--- src/hdl/sdz_pkg.sv ---
// Shared types and constants for the smoothed distance zone bar.
package sdz_pkg;

    localparam int DIST_W     = 13;
    localparam int SCALE_W    = 8;
    localparam int ZONE_W     = 3;
    localparam int LIT_W      = 5;
    localparam int CFG_IDX_W  = 3;
    localparam int CFG_DATA_W = 13;

    localparam logic [ZONE_W-1:0] ZONE_NONE   = 3'd0;
    localparam logic [ZONE_W-1:0] ZONE_CLOSE  = 3'd1;
    localparam logic [ZONE_W-1:0] ZONE_STOP   = 3'd2;
    localparam logic [ZONE_W-1:0] ZONE_YELLOW = 3'd3;
    localparam logic [ZONE_W-1:0] ZONE_GREEN  = 3'd4;
    localparam logic [ZONE_W-1:0] ZONE_FAR    = 3'd5;

    localparam logic [CFG_IDX_W-1:0] REG_MIN_OFFSET   = 3'd0;
    localparam logic [CFG_IDX_W-1:0] REG_STOP_LIMIT   = 3'd1;
    localparam logic [CFG_IDX_W-1:0] REG_YELLOW_LIMIT = 3'd2;
    localparam logic [CFG_IDX_W-1:0] REG_GREEN_LIMIT  = 3'd3;
    localparam logic [CFG_IDX_W-1:0] REG_MM_PER_PIXEL = 3'd4;

    localparam logic [DIST_W-1:0]  RST_MIN_OFFSET   = 13'd100;
    localparam logic [DIST_W-1:0]  RST_STOP_LIMIT   = 13'd300;
    localparam logic [DIST_W-1:0]  RST_YELLOW_LIMIT = 13'd600;
    localparam logic [DIST_W-1:0]  RST_GREEN_LIMIT  = 13'd900;
    localparam logic [SCALE_W-1:0] RST_MM_PER_PIXEL = 8'd10;
    localparam logic [SCALE_W-1:0] DEFAULT_SCALE    = 8'd5;

    typedef enum logic [2:0] {
        ST_IDLE,
        ST_READ,
        ST_DIV_AVG,
        ST_ZONE,
        ST_DIV_LIT,
        ST_FIN
    } state_t;

    // Handshake between the sequencer and the divider.
    typedef struct packed {
        logic                start;
        logic [SCALE_W-1:0]  divisor;
    } div_req_t;

endpackage

--- src/hdl/sdz_if.sv ---
// Channel interfaces: distance samples, results and configuration writes.
interface sdz_sample_if;
    logic                       valid;
    logic                       ready;
    logic [sdz_pkg::DIST_W-1:0] distance_mm;
    logic                       reading_ok;

    modport source (output valid, output distance_mm, output reading_ok, input ready);
    modport sink   (input valid, input distance_mm, input reading_ok, output ready);
endinterface

interface sdz_result_if;
    logic                       valid;
    logic                       ready;
    logic [sdz_pkg::DIST_W-1:0] average_mm;
    logic [sdz_pkg::ZONE_W-1:0] zone;
    logic [sdz_pkg::LIT_W-1:0]  lit_count;

    modport source (output valid, output average_mm, output zone, output lit_count, input ready);
    modport sink   (input valid, input average_mm, input zone, input lit_count, output ready);
endinterface

interface sdz_cfg_if;
    logic                           valid;
    logic                           ready;
    logic [sdz_pkg::CFG_IDX_W-1:0]  index;
    logic [sdz_pkg::CFG_DATA_W-1:0] data;

    modport source (output valid, output index, output data, input ready);
    modport sink   (input valid, input index, input data, output ready);
endinterface

--- src/hdl/sdz_div.sv ---
// Restoring divider, one quotient bit per cycle, used for the bar count.
module sdz_div #(
    parameter int DW = 18
) (
    input  logic                            clk,
    input  logic                            rst_n,
    input  sdz_pkg::div_req_t               req,
    input  logic [DW-1:0]                   dividend,
    output logic                            busy,
    output logic                            done,
    output logic [DW-1:0]                   quotient
);

    localparam int CW = $clog2(DW + 1);

    logic [DW-1:0]                  quo_reg, quo_next;
    logic [sdz_pkg::SCALE_W-1:0]    rem_reg, rem_next;
    logic [sdz_pkg::SCALE_W-1:0]    dvs_reg;
    logic [CW-1:0]                  cnt_reg;
    logic                           busy_reg;
    logic                           done_reg;
    logic [sdz_pkg::SCALE_W:0]      trial;
    logic [sdz_pkg::SCALE_W:0]      diff;
    logic                           fits;

    always_comb
    begin
        trial    = {rem_reg, quo_reg[DW-1]};
        fits     = trial >= {1'b0, dvs_reg};
        diff     = trial - {1'b0, dvs_reg};
        rem_next = fits ? diff[sdz_pkg::SCALE_W-1:0] : trial[sdz_pkg::SCALE_W-1:0];
        quo_next = {quo_reg[DW-2:0], fits};
    end

    always_ff @(posedge clk or negedge rst_n)
    begin
        if (!rst_n)
        begin
            busy_reg <= 1'b0;
            done_reg <= 1'b0;
            cnt_reg  <= '0;
        end
        else if (req.start)
        begin
            busy_reg <= 1'b1;
            done_reg <= 1'b0;
            cnt_reg  <= '0;
        end
        else if (busy_reg)
        begin
            cnt_reg <= cnt_reg + 1'b1;
            if (cnt_reg == CW'(DW - 1))
            begin
                busy_reg <= 1'b0;
                done_reg <= 1'b1;
            end
        end
        else
        begin
            done_reg <= 1'b0;
        end
    end

    always_ff @(posedge clk)
    begin
        if (req.start)
        begin
            quo_reg <= dividend;
            rem_reg <= '0;
            dvs_reg <= req.divisor;
        end
        else if (busy_reg)
        begin
            quo_reg <= quo_next;
            rem_reg <= rem_next;
        end
    end

    assign busy     = busy_reg;
    assign done     = done_reg;
    assign quotient = quo_reg;

`ifndef SYNTHESIS
    a_no_restart: assert property (@(posedge clk) disable iff (!rst_n)
        req.start |-> !busy_reg)
        else $error("divider restarted while busy");
    a_done_pulse: assert property (@(posedge clk) disable iff (!rst_n)
        done_reg |=> !done_reg)
        else $error("divider done held longer than one cycle");
    a_done_after_busy: assert property (@(posedge clk) disable iff (!rst_n)
        $rose(done_reg) |-> $past(busy_reg))
        else $error("divider done without a running division");
`endif

endmodule

--- src/hdl/smoothed_distance_zone_bar.sv ---
// Top level: moving average of distance readings, zone decision and bar length.
//
// Channels: sample (distance_mm, reading_ok) in, result (average_mm, zone,
// lit_count) out, cfg writes the five registers by index (0 min offset,
// 1 stop limit, 2 yellow limit, 3 green limit, 4 mm per pixel); cfg.ready
// is always high and an index past the list is dropped.
// Every request gives exactly one result. A reading with reading_ok low
// returns zone 0 with zeros and leaves the history alone; a valid one
// replaces the oldest of WINDOW samples and returns the truncated average.
// An invalid reading goes straight to the finish step; a valid one reads
// the history, averages and picks the zone, and, in yellow and green, also
// computes the bar. The average comes from a reciprocal multiply; the bar
// count takes a pass of the bit-serial divider. sample.ready is high only
// when idle, so a request is taken only once the previous one is finished.
// The result sits in an output register, so the next request can be taken
// while the receiver stalls; finishing it then waits for that register.
// Reset restores the register defaults, zeroes the history (per-entry
// valid bits) and clears the running sum; no clearing pass is needed.
module smoothed_distance_zone_bar #(
    parameter int WINDOW = 20,
    parameter int PIXELS = 30
) (
    input  logic            clk,
    input  logic            rst_n,
    sdz_sample_if.sink      sample,
    sdz_result_if.source    result,
    sdz_cfg_if.sink         cfg
);

    localparam int DW     = sdz_pkg::DIST_W;
    localparam int SUM_W  = $clog2(WINDOW * ((1 << sdz_pkg::DIST_W) - 1) + 1);
    localparam int PW     = $clog2(WINDOW);
    localparam int NW     = DW + 1;
    localparam int RW     = SUM_W + 1;
    localparam int AVG_SH = SUM_W + PW;
    localparam int PROD_W = SUM_W + RW;
    // ceil(2^AVG_SH / WINDOW): exact truncated quotient for any running sum
    localparam logic [RW-1:0] AVG_RECIP =
        RW'(((longint'(1) << AVG_SH) + longint'(WINDOW) - longint'(1)) / longint'(WINDOW));

    // configuration
    logic [DW-1:0]               min_offset_reg;
    logic [DW-1:0]               stop_limit_reg;
    logic [DW-1:0]               yellow_limit_reg;
    logic [DW-1:0]               green_limit_reg;
    logic [sdz_pkg::SCALE_W-1:0] mm_per_pixel_reg;

    // history
    logic [DW-1:0]               ring_mem [WINDOW];
    logic [DW-1:0]               rd_data_reg;
    logic [WINDOW-1:0]           filled_reg;
    logic [PW-1:0]               pos_reg;
    logic [SUM_W-1:0]            sum_reg, sum_next;
    logic [DW-1:0]               oldest;

    // work registers
    sdz_pkg::state_t             state_reg, state_next;
    logic [DW-1:0]               dist_reg;
    logic [DW-1:0]               avg_reg;
    logic [sdz_pkg::ZONE_W-1:0]  zone_reg, zone_sel;
    logic [sdz_pkg::LIT_W-1:0]   lit_reg, lit_calc;
    logic [DW-1:0]               limit_reg, limit_sel;

    // output register
    logic                        out_valid_reg;
    logic [DW-1:0]               out_avg_reg;
    logic [sdz_pkg::ZONE_W-1:0]  out_zone_reg;
    logic [sdz_pkg::LIT_W-1:0]   out_lit_reg;

    // control
    logic                        sample_take;
    logic                        out_free;
    logic                        load_out;
    sdz_pkg::div_req_t           div_req;
    logic [DW-1:0]               div_dividend;
    logic                        div_busy;
    logic                        div_done;
    logic [DW-1:0]               div_quo;
    logic [sdz_pkg::SCALE_W-1:0] scale;
    logic [NW-1:0]               bar_n;
    logic [PROD_W-1:0]           avg_prod;
    logic [DW-1:0]               avg_calc;

    assign cfg.ready   = 1'b1;
    assign out_free    = !out_valid_reg || result.ready;
    assign sample_take = sample.valid && sample.ready;
    assign oldest      = filled_reg[pos_reg] ? rd_data_reg : '0;
    assign sum_next    = sum_reg - SUM_W'(oldest) + SUM_W'(dist_reg);
    assign scale       = (mm_per_pixel_reg == '0) ? sdz_pkg::DEFAULT_SCALE : mm_per_pixel_reg;
    assign avg_prod    = PROD_W'(sum_reg) * PROD_W'(AVG_RECIP);
    assign avg_calc    = avg_prod[AVG_SH +: DW];

    // first test that holds decides, whatever order the limits are in
    always_comb
    begin
        limit_sel = green_limit_reg;
        priority if (avg_reg < min_offset_reg)
            zone_sel = sdz_pkg::ZONE_CLOSE;
        else if (avg_reg < stop_limit_reg)
            zone_sel = sdz_pkg::ZONE_STOP;
        else if (avg_reg < yellow_limit_reg)
        begin
            zone_sel  = sdz_pkg::ZONE_YELLOW;
            limit_sel = yellow_limit_reg;
        end
        else if (avg_reg < green_limit_reg)
            zone_sel = sdz_pkg::ZONE_GREEN;
        else
            zone_sel = sdz_pkg::ZONE_FAR;
    end

    // bar length: quotient + 1, clamped to the strip, low five bits kept
    always_comb
    begin
        bar_n = {1'b0, div_quo} + NW'(1);
        if (bar_n > NW'(PIXELS))
            bar_n = NW'(PIXELS);
        lit_calc = bar_n[sdz_pkg::LIT_W-1:0];
    end

    // next state
    always_comb
    begin
        state_next = state_reg;
        unique case (state_reg)
            sdz_pkg::ST_IDLE:
                if (sample.valid)
                    state_next = sample.reading_ok ? sdz_pkg::ST_READ : sdz_pkg::ST_FIN;
            sdz_pkg::ST_READ:
                state_next = sdz_pkg::ST_DIV_AVG;
            sdz_pkg::ST_DIV_AVG:
                state_next = sdz_pkg::ST_ZONE;
            sdz_pkg::ST_ZONE:
                if (zone_sel == sdz_pkg::ZONE_YELLOW || zone_sel == sdz_pkg::ZONE_GREEN)
                    state_next = sdz_pkg::ST_DIV_LIT;
                else
                    state_next = sdz_pkg::ST_FIN;
            sdz_pkg::ST_DIV_LIT:
                if (div_done)
                    state_next = sdz_pkg::ST_FIN;
            sdz_pkg::ST_FIN:
                if (out_free)
                    state_next = sdz_pkg::ST_IDLE;
            default:
                state_next = sdz_pkg::ST_IDLE;
        endcase
    end

    // sequencer outputs
    always_comb
    begin
        sample.ready    = 1'b0;
        load_out        = 1'b0;
        div_req.start   = 1'b0;
        div_req.divisor = scale;
        div_dividend    = limit_sel - avg_reg;
        unique case (state_reg)
            sdz_pkg::ST_IDLE:
                sample.ready = 1'b1;
            sdz_pkg::ST_ZONE:
                div_req.start = (zone_sel == sdz_pkg::ZONE_YELLOW)
                             || (zone_sel == sdz_pkg::ZONE_GREEN);
            sdz_pkg::ST_FIN:
                load_out = out_free;
            default:
                ;
        endcase
    end

    always_ff @(posedge clk or negedge rst_n)
    begin
        if (!rst_n)
        begin
            state_reg        <= sdz_pkg::ST_IDLE;
            min_offset_reg   <= sdz_pkg::RST_MIN_OFFSET;
            stop_limit_reg   <= sdz_pkg::RST_STOP_LIMIT;
            yellow_limit_reg <= sdz_pkg::RST_YELLOW_LIMIT;
            green_limit_reg  <= sdz_pkg::RST_GREEN_LIMIT;
            mm_per_pixel_reg <= sdz_pkg::RST_MM_PER_PIXEL;
            filled_reg       <= '0;
            pos_reg          <= '0;
            sum_reg          <= '0;
            out_valid_reg    <= 1'b0;
        end
        else
        begin
            state_reg <= state_next;
            if (cfg.valid)
            begin
                unique case (cfg.index)
                    sdz_pkg::REG_MIN_OFFSET:   min_offset_reg   <= cfg.data;
                    sdz_pkg::REG_STOP_LIMIT:   stop_limit_reg   <= cfg.data;
                    sdz_pkg::REG_YELLOW_LIMIT: yellow_limit_reg <= cfg.data;
                    sdz_pkg::REG_GREEN_LIMIT:  green_limit_reg  <= cfg.data;
                    sdz_pkg::REG_MM_PER_PIXEL: mm_per_pixel_reg <= cfg.data[sdz_pkg::SCALE_W-1:0];
                    default: ;
                endcase
            end
            if (state_reg == sdz_pkg::ST_READ)
            begin
                sum_reg             <= sum_next;
                filled_reg[pos_reg] <= 1'b1;
                pos_reg             <= (pos_reg == PW'(WINDOW - 1)) ? '0 : pos_reg + 1'b1;
            end
            if (load_out)
                out_valid_reg <= 1'b1;
            else if (result.ready)
                out_valid_reg <= 1'b0;
        end
    end

    // history memory and payload registers
    always_ff @(posedge clk)
    begin
        rd_data_reg <= ring_mem[pos_reg];
        if (state_reg == sdz_pkg::ST_READ)
            ring_mem[pos_reg] <= dist_reg;
        if (sample_take)
        begin
            dist_reg <= sample.distance_mm;
            avg_reg  <= '0;
            zone_reg <= sdz_pkg::ZONE_NONE;
            lit_reg  <= '0;
        end
        if (state_reg == sdz_pkg::ST_DIV_AVG)
            avg_reg <= avg_calc;
        if (state_reg == sdz_pkg::ST_ZONE)
        begin
            zone_reg  <= zone_sel;
            limit_reg <= limit_sel;
        end
        if (state_reg == sdz_pkg::ST_DIV_LIT && div_done)
            lit_reg <= lit_calc;
        if (load_out)
        begin
            out_avg_reg  <= avg_reg;
            out_zone_reg <= zone_reg;
            out_lit_reg  <= lit_reg;
        end
    end

    sdz_div #(
        .DW (DW)
    ) u_div (
        .clk      (clk),
        .rst_n    (rst_n),
        .req      (div_req),
        .dividend (div_dividend),
        .busy     (div_busy),
        .done     (div_done),
        .quotient (div_quo)
    );

    assign result.valid      = out_valid_reg;
    assign result.average_mm = out_avg_reg;
    assign result.zone       = out_zone_reg;
    assign result.lit_count  = out_lit_reg;

`ifndef SYNTHESIS
    a_start_idle_div: assert property (@(posedge clk) disable iff (!rst_n)
        div_req.start |-> !div_busy)
        else $error("division started while the divider is busy");
    a_load_sets_valid: assert property (@(posedge clk) disable iff (!rst_n)
        load_out |=> out_valid_reg)
        else $error("finished result not presented");
    a_sum_bound: assert property (@(posedge clk) disable iff (!rst_n)
        sum_reg <= SUM_W'(WINDOW * ((1 << sdz_pkg::DIST_W) - 1)))
        else $error("running sum exceeds the window capacity");
    a_lit_zone: assert property (@(posedge clk) disable iff (!rst_n)
        (result.valid && result.lit_count != '0)
            |-> (result.zone == sdz_pkg::ZONE_YELLOW || result.zone == sdz_pkg::ZONE_GREEN))
        else $error("lit pixels outside the yellow and green zones");
    a_limit_used: assert property (@(posedge clk) disable iff (!rst_n)
        (state_reg == sdz_pkg::ST_DIV_LIT) |-> (limit_reg >= avg_reg))
        else $error("bar limit below the average");
`endif

endmodule
--- src/flat_wrapper.sv ---
// flat-port wrapper written by rule: the top's interface ports become plain ports
module smoothed_distance_zone_bar_flat 
#(
    parameter int WINDOW = 20,
    parameter int PIXELS = 30
)
  (clk, rst_n, sample_valid, sample_distance_mm, sample_reading_ok, sample_ready, result_valid, result_average_mm, result_zone, result_lit_count, result_ready, cfg_valid, cfg_index, cfg_data, cfg_ready);
  sdz_sample_if sample_i ();
  sdz_result_if result_i ();
  sdz_cfg_if cfg_i ();
  input  logic clk;
  input  logic rst_n;
  input wire logic [$bits(sample_i.valid)-1:0] sample_valid;
  input wire logic [$bits(sample_i.distance_mm)-1:0] sample_distance_mm;
  input wire logic [$bits(sample_i.reading_ok)-1:0] sample_reading_ok;
  output wire logic [$bits(sample_i.ready)-1:0] sample_ready;
  output wire logic [$bits(result_i.valid)-1:0] result_valid;
  output wire logic [$bits(result_i.average_mm)-1:0] result_average_mm;
  output wire logic [$bits(result_i.zone)-1:0] result_zone;
  output wire logic [$bits(result_i.lit_count)-1:0] result_lit_count;
  input wire logic [$bits(result_i.ready)-1:0] result_ready;
  input wire logic [$bits(cfg_i.valid)-1:0] cfg_valid;
  input wire logic [$bits(cfg_i.index)-1:0] cfg_index;
  input wire logic [$bits(cfg_i.data)-1:0] cfg_data;
  output wire logic [$bits(cfg_i.ready)-1:0] cfg_ready;
  assign sample_i.valid = sample_valid;
  assign sample_i.distance_mm = sample_distance_mm;
  assign sample_i.reading_ok = sample_reading_ok;
  assign sample_ready = sample_i.ready;
  assign result_valid = result_i.valid;
  assign result_average_mm = result_i.average_mm;
  assign result_zone = result_i.zone;
  assign result_lit_count = result_i.lit_count;
  assign result_i.ready = result_ready;
  assign cfg_i.valid = cfg_valid;
  assign cfg_i.index = cfg_index;
  assign cfg_i.data = cfg_data;
  assign cfg_ready = cfg_i.ready;
  smoothed_distance_zone_bar #(.WINDOW(WINDOW), .PIXELS(PIXELS)) u_core (.clk(clk), .rst_n(rst_n), .sample(sample_i), .result(result_i), .cfg(cfg_i));
endmodule
--- config.mk ---
export PLATFORM = sky130hd
export DESIGN_NAME = smoothed_distance_zone_bar_flat
export DESIGN_NICKNAME = d
export VERILOG_FILES = /design/src/hdl/sdz_pkg.sv /design/src/hdl/sdz_if.sv /design/src/hdl/sdz_div.sv /design/src/hdl/smoothed_distance_zone_bar.sv /design/src/flat_wrapper.sv
export SDC_FILE = /design/constraint.sdc
export NUM_CORES = 1
export LEC_CHECK = 0
export BUFFER_PORTS_ARGS = -buffer_cell sky130_fd_sc_hd__buf_2
export CAP_MARGIN = 0
export CORE_MARGIN = 1
export CORE_UTILIZATION = 45
export CTS_CLUSTER_DIAMETER = 50
export DETAILED_ROUTE_END_ITERATION = 7
export HOLD_SLACK_MARGIN = 0.06
export PLACE_DENSITY = 0.58
export SLEW_MARGIN = 0
export SYNTH_ARGS = -nofsm -noshare
export SYNTH_HDL_FRONTEND = slang
export SYNTH_HIERARCHICAL = 1
export SYNTH_SLANG_ARGS = --single-unit
--- constraint.sdc ---
create_clock -name clk -period 7.7 [get_ports clk]
set_input_delay 1.54 -clock clk [delete_from_list [all_inputs] [get_ports clk]]
set_output_delay 1.54 -clock clk [all_outputs]
set_load 0.01 [all_outputs]
==> results.py, run 1 <==
metrics = {
    "die": {
        "core-area_mm2": 0.0577,
        "io_pins": 59,
        "die_w_um": 244,
        "die_area_mm2": 0.0594,
        "start_util_pct": 45.6,
        "num_rows": 88,
        "die_height_um": 244,
    },
    "detailed_routing": {
        "drt-pass1-iter-count": 5,
        "wire_per_inst_um": 19.7,
        "drc": 0,
        "first_iter_violations": 823,
        "postRouteWirelength_um": 58600,
        "vias_per_cell": 5.30,
        "ant_nets": 0,
        "via_count": 15800,
    },
    "setup_path": {
        "critical-path-max-stage-delay_ns": 0.58,
        "r2r_slack_ns": 1.61,
        "ff2ff_path_depth": 21,
        "worst_path_max_delay_cell": "fa_1",
        "r2r_end": "u_core/avg_reg[11]",
        "required_ns": 8.07,
        "reg2reg_from": "u_core/sum_reg[7]",
        "critPathKind": "flop to flop",
        "cp-start-kind": "flop",
        "cp-end-kind": "flop",
        "worstPathCellList": "inv_1 -> ha_1 -> inv_1 -> fa_1 -> fa_1 -> inv_1 -> fa_1 -> inv_1 -> fa_1 -> inv_1 -> fa_1 -> inv_1 -> ha_1 -> a21oi_1 -> o21ai_0 -> a221oi_2 -> nor2_1 -> o2111a_1 -> nor3_2 -> a21oi_1 -> mux2_1",
        "cp_max_fo": 5,
        "crit_top_cell": "inv_1",
        "arrival_ns": 6.46,
    },
    "run": {
        "drv_cap": 0,
    },
    "clock_tree": {
        "cts-root-buf": "clkbuf_16",
        "cts_buffers": 56,
        "post_cts_resized": 0,
        "cts.clk_slew.worst_paths_ns": 0.06,
        "cts_buffer_depth": 3,
        "cts_tree": "yes",
        "htreeDepth": 2,
        "postCtsSetupBuffers": 0,
        "cts.sinks": 470,
        "cts_hold_buf": 0,
        "insertion_delay_ns": 0.62,
    },
    "logic_synthesis": {
        "avgSynthCellArea_um2": 12.6,
        "synth_edf_count": 336,
        "synth_cell_types": 80,
        "synth_seq_cells": 470,
        "synth_cells": 2091,
        "yosysWarningCount": 6,
        "seq_area_frac_synth_pct": 50.8,
        "synth_ff_type": "edfxtp_1",
        "async_reset_ff_share_pct": 24.0,
        "synthesis.nets": 2455,
        "syn_area_mm2": 0.0263,
    },
    "sta": {
        "finalMaxSlewViolations": 0,
        "holdWs_ns": 0.421,
        "setup_viol": 0,
        "fmax_mhz": 164,
        "final-hold-violation-count": 0,
        "rsz0062_at_grt": "false",
        "slew_headroom_pct": 25.1,
        "finalClockSkew_ns": 0.0504,
        "fin_crit_sh_pct": 79.0,
        "worst_pin_slew_ns": 1.12,
        "tns_ns": 0,
        "min_period_ns": 6.09,
    },
    "layout": {
        "antenna_cells": 0,
        "final_common_cell": "edfxtp_1",
        "layout_common_cells": "edfxtp_1, inv_1, ha_1",
        "seqCellArea_mm2": 0.0134,
        "area_growth_pct": 11.9,
        "multi_input_area_mm2": 0.0115,
        "largest_reg_flops": 260,
        "drive_gt1_share_pct": 15.5,
        "nets": 2528,
        "nFillCells": 4993,
    },
    "run_status": {
        "status": "complete, no violations",
    },
    "place": {
        "io_buffer_count": 57,
        "place_congestion": 0.877,
        "detailed_place_hpwl_um": 41600,
    },
    "min_path": {
        "hold_path.class": "flop to flop",
        "min_to": "u_core/result.lit_count[3]",
        "hold_path_startpoint": "u_core/lit_reg[3]",
        "whs_path_depth": 0,
    },
    "grt": {
        "grt_antenna_before_repair": 1,
        "track_usage_pct": 20.3,
        "grt_pass1_wl_um": 93200,
        "gr-total-overflow": 0,
        "grt_max_degree": 63,
        "grt_pass1_vias": 16500,
    },
}
-- cell usage after synthesis, types with 4 or more instances --
master / number / area [um2]
inv_1: 327 / 1230
xor2_1: 11 / 96.3
o2111ai_1: 5 / 43.8
nand2b_1: 9 / 56.3
and2_1: 33 / 206
and3_1: 14 / 87.6
nor2b_1: 12 / 75.1
xnor2_1: 34 / 298
clkbuf_1: 45 / 169
buf_1: 5 / 18.8
or2_2: 27 / 169
mux4_2: 70 / 1580
o21bai_1: 7 / 52.6
nor3b_1: 4 / 30.0
nand2_1: 213 / 800
edfxtp_1: 336 / 10100
or3_1: 4 / 25.0
nor3_1: 19 / 95.1
a21oi_1: 65 / 325
dfstp_2: 17 / 447
nand3_1: 26 / 130
a211oi_1: 9 / 67.6
a31oi_1: 7 / 43.8
ha_1: 215 / 2690
mux2i_1: 11 / 110
fa_1: 114 / 2280
nand4_1: 10 / 62.6
nor2_1: 62 / 233
dfxtp_1: 21 / 420
a21o_1: 32 / 240
a211o_1: 4 / 35.0
a22oi_1: 14 / 105
o31ai_1: 5 / 37.5
o21ai_0: 96 / 480
dfrtp_1: 96 / 2400
buf_2: 10 / 50.1
mux2_2: 35 / 394
-- worst max-delay path by stage --
stage | startpoint | end
floorplan | u_core/sum_reg[10] | u_core/avg_reg[11]
global placement | u_core/sum_reg[7] | u_core/avg_reg[11]
detailed placement | u_core/sum_reg[16] | u_core/avg_reg[11]
CTS | u_core/sum_reg[16] | u_core/avg_reg[11]
global route | u_core/sum_reg[16] | u_core/avg_reg[11]
finish | u_core/sum_reg[7] | u_core/avg_reg[11]
-- cells by family (layout without fill, tap and decap cells) --
kind of cell	count (synthesis)	count (layout)	share of synthesized area [%]
mux	117	117	7.96
buf+inv	390	511	5.67
flops	470	470	50.8
simple gates	452	452	8.11
fa+ha+maj	329	329	18.9
compound gates	287	287	7.00
xor+xnor	45	45	1.50
other cells	1	1	0.0143
-- final cells by class --
type	instances	share of cell area (%)
Clock buffer	69	5.07
Clock inverter	37	1.46
Inverter	327	4.17
Multi-Input combinational cell	1231	39.1
Sequential cell	470	45.4
Tap cell	765	3.26
Timing Repair Buffer	78	1.51
-- stage by stage --
| step | cells | instance area (um2) | worst slack, ns | utilization (%) |
|---|---|---|---|---|
| final | 2977 | 29400 | 1.61 | 51.0 |
| after detailed placement | 2871 | 27500 | 1.55 | 47.6 |
| after CTS | 2977 | 29400 | 1.57 | 51.0 |
| after global placement | 2871 | 27500 | 1.65 | 47.6 |
| after floorplan | 2091 | 26300 | 1.98 | - |
| after global routing | 2977 | 29400 | 1.29 | 51.0 |
-- worst max-delay path, delay by kind of cell (launching register included) --
kind	cells	cell delay [ns]
mux	1	0.32
buf+inv	6	0.44
flops	1	0.43
fa+ha+maj	7	3.35
compound gates	5	0.98
simple gates	2	0.35
-- layer usage --
metal  track usage [%]  up-vias  wire [um]
met2              34.8      296      28800
li1                  -     7444          -
met1              27.0     7941      26200
met5                 0        -          0
met4              6.03        0       1490
met3              2.59       90       2110
Power of run 1 is not shown: default switching activity piles up to over one toggle a cycle in this logic, so the estimate is an artifact.
==> inputs of run 2 (changes only) <==
Clock period 7.7 ns to 6.1 ns, I/O delays scaled along.
==> results.py, run 2 (synthesis results as in run 1) <==
metrics = {
    "setup_path": {
        "worst_path_max_delay_cell": "fa_1",
        "cp_max_fo": 4,
        "required_ns": 6.44,
        "critical-path-max-stage-delay_ns": 0.53,
        "reg2reg_from": "u_core/sum_reg[16]",
        "r2r_slack_ns": 0.21,
        "worstPathCellList": "buf_4 -> fa_1 -> fa_1 -> inv_1 -> fa_1 -> fa_1 -> inv_1 -> fa_1 -> inv_1 -> fa_1 -> inv_1 -> ha_1 -> and4_4 -> nand3_2 -> or2_0 -> o31ai_2 -> o2111a_2 -> nor3_4 -> a21oi_2 -> mux2_1",
        "cp-start-kind": "flop",
        "cp-end-kind": "flop",
        "crit_top_cell": "fa_1",
        "r2r_end": "u_core/avg_reg[11]",
        "arrival_ns": 6.23,
        "ff2ff_path_depth": 20,
        "critPathKind": "flop to flop",
    },
    "run_status": {
        "status": "complete, no violations",
    },
    "detailed_routing": {
        "drc": 0,
        "wire_per_inst_um": 19.9,
        "first_iter_violations": 997,
        "postRouteWirelength_um": 59900,
        "ant_nets": 0,
        "drt-pass1-iter-count": 5,
        "vias_per_cell": 5.27,
        "via_count": 15800,
    },
    "place": {
        "dpl_worst_slack_ns": -0.0421,
        "detailed_place_hpwl_um": 42800,
        "io_buffer_count": 57,
        "place_congestion": 0.871,
    },
    "clock_tree": {
        "cts_tree": "yes",
        "cts_buffer_depth": 3,
        "cts.clk_slew.worst_paths_ns": 0.05,
        "cts-root-buf": "clkbuf_16",
        "htreeDepth": 2,
        "cts_buffers": 59,
        "cts.sinks": 470,
        "insertion_delay_ns": 0.62,
    },
    "grt": {
        "grt_antenna_before_repair": 0,
        "grt_pass1_wl_um": 94300,
        "grt_pass1_vias": 16500,
        "track_usage_pct": 20.8,
        "gr-total-overflow": 0,
        "grt_max_degree": 76,
    },
    "sta": {
        "min_period_ns": 5.89,
        "fin_crit_sh_pct": 96.5,
        "setup_viol": 0,
        "fmax_mhz": 170,
        "finalMaxSlewViolations": 0,
        "rsz0062_at_grt": "false",
        "worst_pin_slew_ns": 1.14,
        "finalClockSkew_ns": 0.0254,
        "setup_slack_ns": 0.212,
        "final-hold-violation-count": 0,
        "slew_headroom_pct": 24.0,
    },
    "die": {
        "num_rows": 88,
        "start_util_pct": 45.6,
        "die_w_um": 244,
        "io_pins": 59,
        "core-area_mm2": 0.0577,
        "die_area_mm2": 0.0594,
        "die_height_um": 244,
    },
    "min_path": {
        "whs_path_depth": 0,
        "hold_path_startpoint": "u_core/zone_reg[2]",
        "min_to": "u_core/result.zone[2]",
        "hold_path.class": "flop to flop",
    },
    "layout": {
        "area_growth_pct": 12.8,
        "drive_gt1_share_pct": 16.9,
        "antenna_cells": 0,
        "layout_common_cells": "edfxtp_1, inv_1, nand2_1",
        "nets": 2554,
        "fin_util_pct": 51.4,
        "largest_reg_flops": 260,
        "nFillCells": 5052,
        "final_common_cell": "edfxtp_1",
    },
    "run": {
        "drv_cap": 0,
    },
}
## run 2: cell count changes in the layout (fill, tap and decap cells not counted), moves of 3 or more
cell and change:
inv_1 -3, clkinv_1 +5, clkinv_2 -6, ha_1 -4, inv_2 +3, clkinv_4 +5, clkbuf_1 -3, buf_4 +23
ha_4 +3
## run 2: metrics by stage
| stage | setup TNS [ns] | instance area (um2) | hold slack [ns] | cells |
|---|---|---|---|---|
| floorplan | 0 | 26300 | 0.400 | 2091 |
| global placement | 0 | 27600 | 0.404 | 2891 |
| detailed placement | -0.0421 | 27600 | 0.408 | 2891 |
| CTS | 0 | 29600 | 0.421 | 2998 |
| global route | 0 | 29600 | 0.428 | 3001 |
| finish | 0 | 29600 | 0.420 | 3001 |
## run 2: worst max path at each step
stage / start / end / cells after the start
2_1_floorplan: u_core/sum_reg[10] / u_core/avg_reg[11] / 17
3_3_place_gp: u_core/sum_reg[16] / u_core/avg_reg[11] / 19
3_5_place_dp: u_core/sum_reg[16] / u_core/avg_reg[11] / 19
4_1_cts: u_core/sum_reg[16] / u_core/avg_reg[11] / 19
5_1_grt: u_core/sum_reg[15] / u_core/avg_reg[11] / 19
6_report: u_core/sum_reg[16] / u_core/avg_reg[11] / 20
## run 2: worst max-delay path, delay by kind of cell (launching register included)
kind                       cells  cell delay [ns]
muxes                          1             0.35
buffers and inverters          5             0.37
DFF                            1             0.42
and+or+nand+nor                4             0.65
adders and majority gates      7             3.10
AOI/OAI and AO/OA              3             0.72
## run 2: final cells by class
cell class                 instances  area (um2)  share of cell area [%]
clock buffer                      66        1500                    5.07
clock inverter                    41         418                    1.41
inverter                         327        1230                    4.14
multi-input combinational       1231       11500                    39.0
sequential                       470       13400                    45.1
tap                              765         957                    3.23
timing repair buffer             101         618                    2.09
## run 2: what timing repair did
action,4_1_cts,5_1_grt
endpoints found under the hold margin,0,0
pin swaps,0,9
endpoints found under the setup margin,1,7
hold buffers,0,0
gates resized for setup,2,13
buffers inserted,0,3
## run 2: layer usage
layer / wire length, um / global-route usage, % / up-vias
li1: - / - / 7500
met1: 26100 / 27.0 / 7912
met2: 29500 / 35.3 / 309
met3: 2680 / 3.62 / 104
met4: 1670 / 6.42 / 0
met5: 0 / 0 / -
Power of run 2 is left out for the same reason.
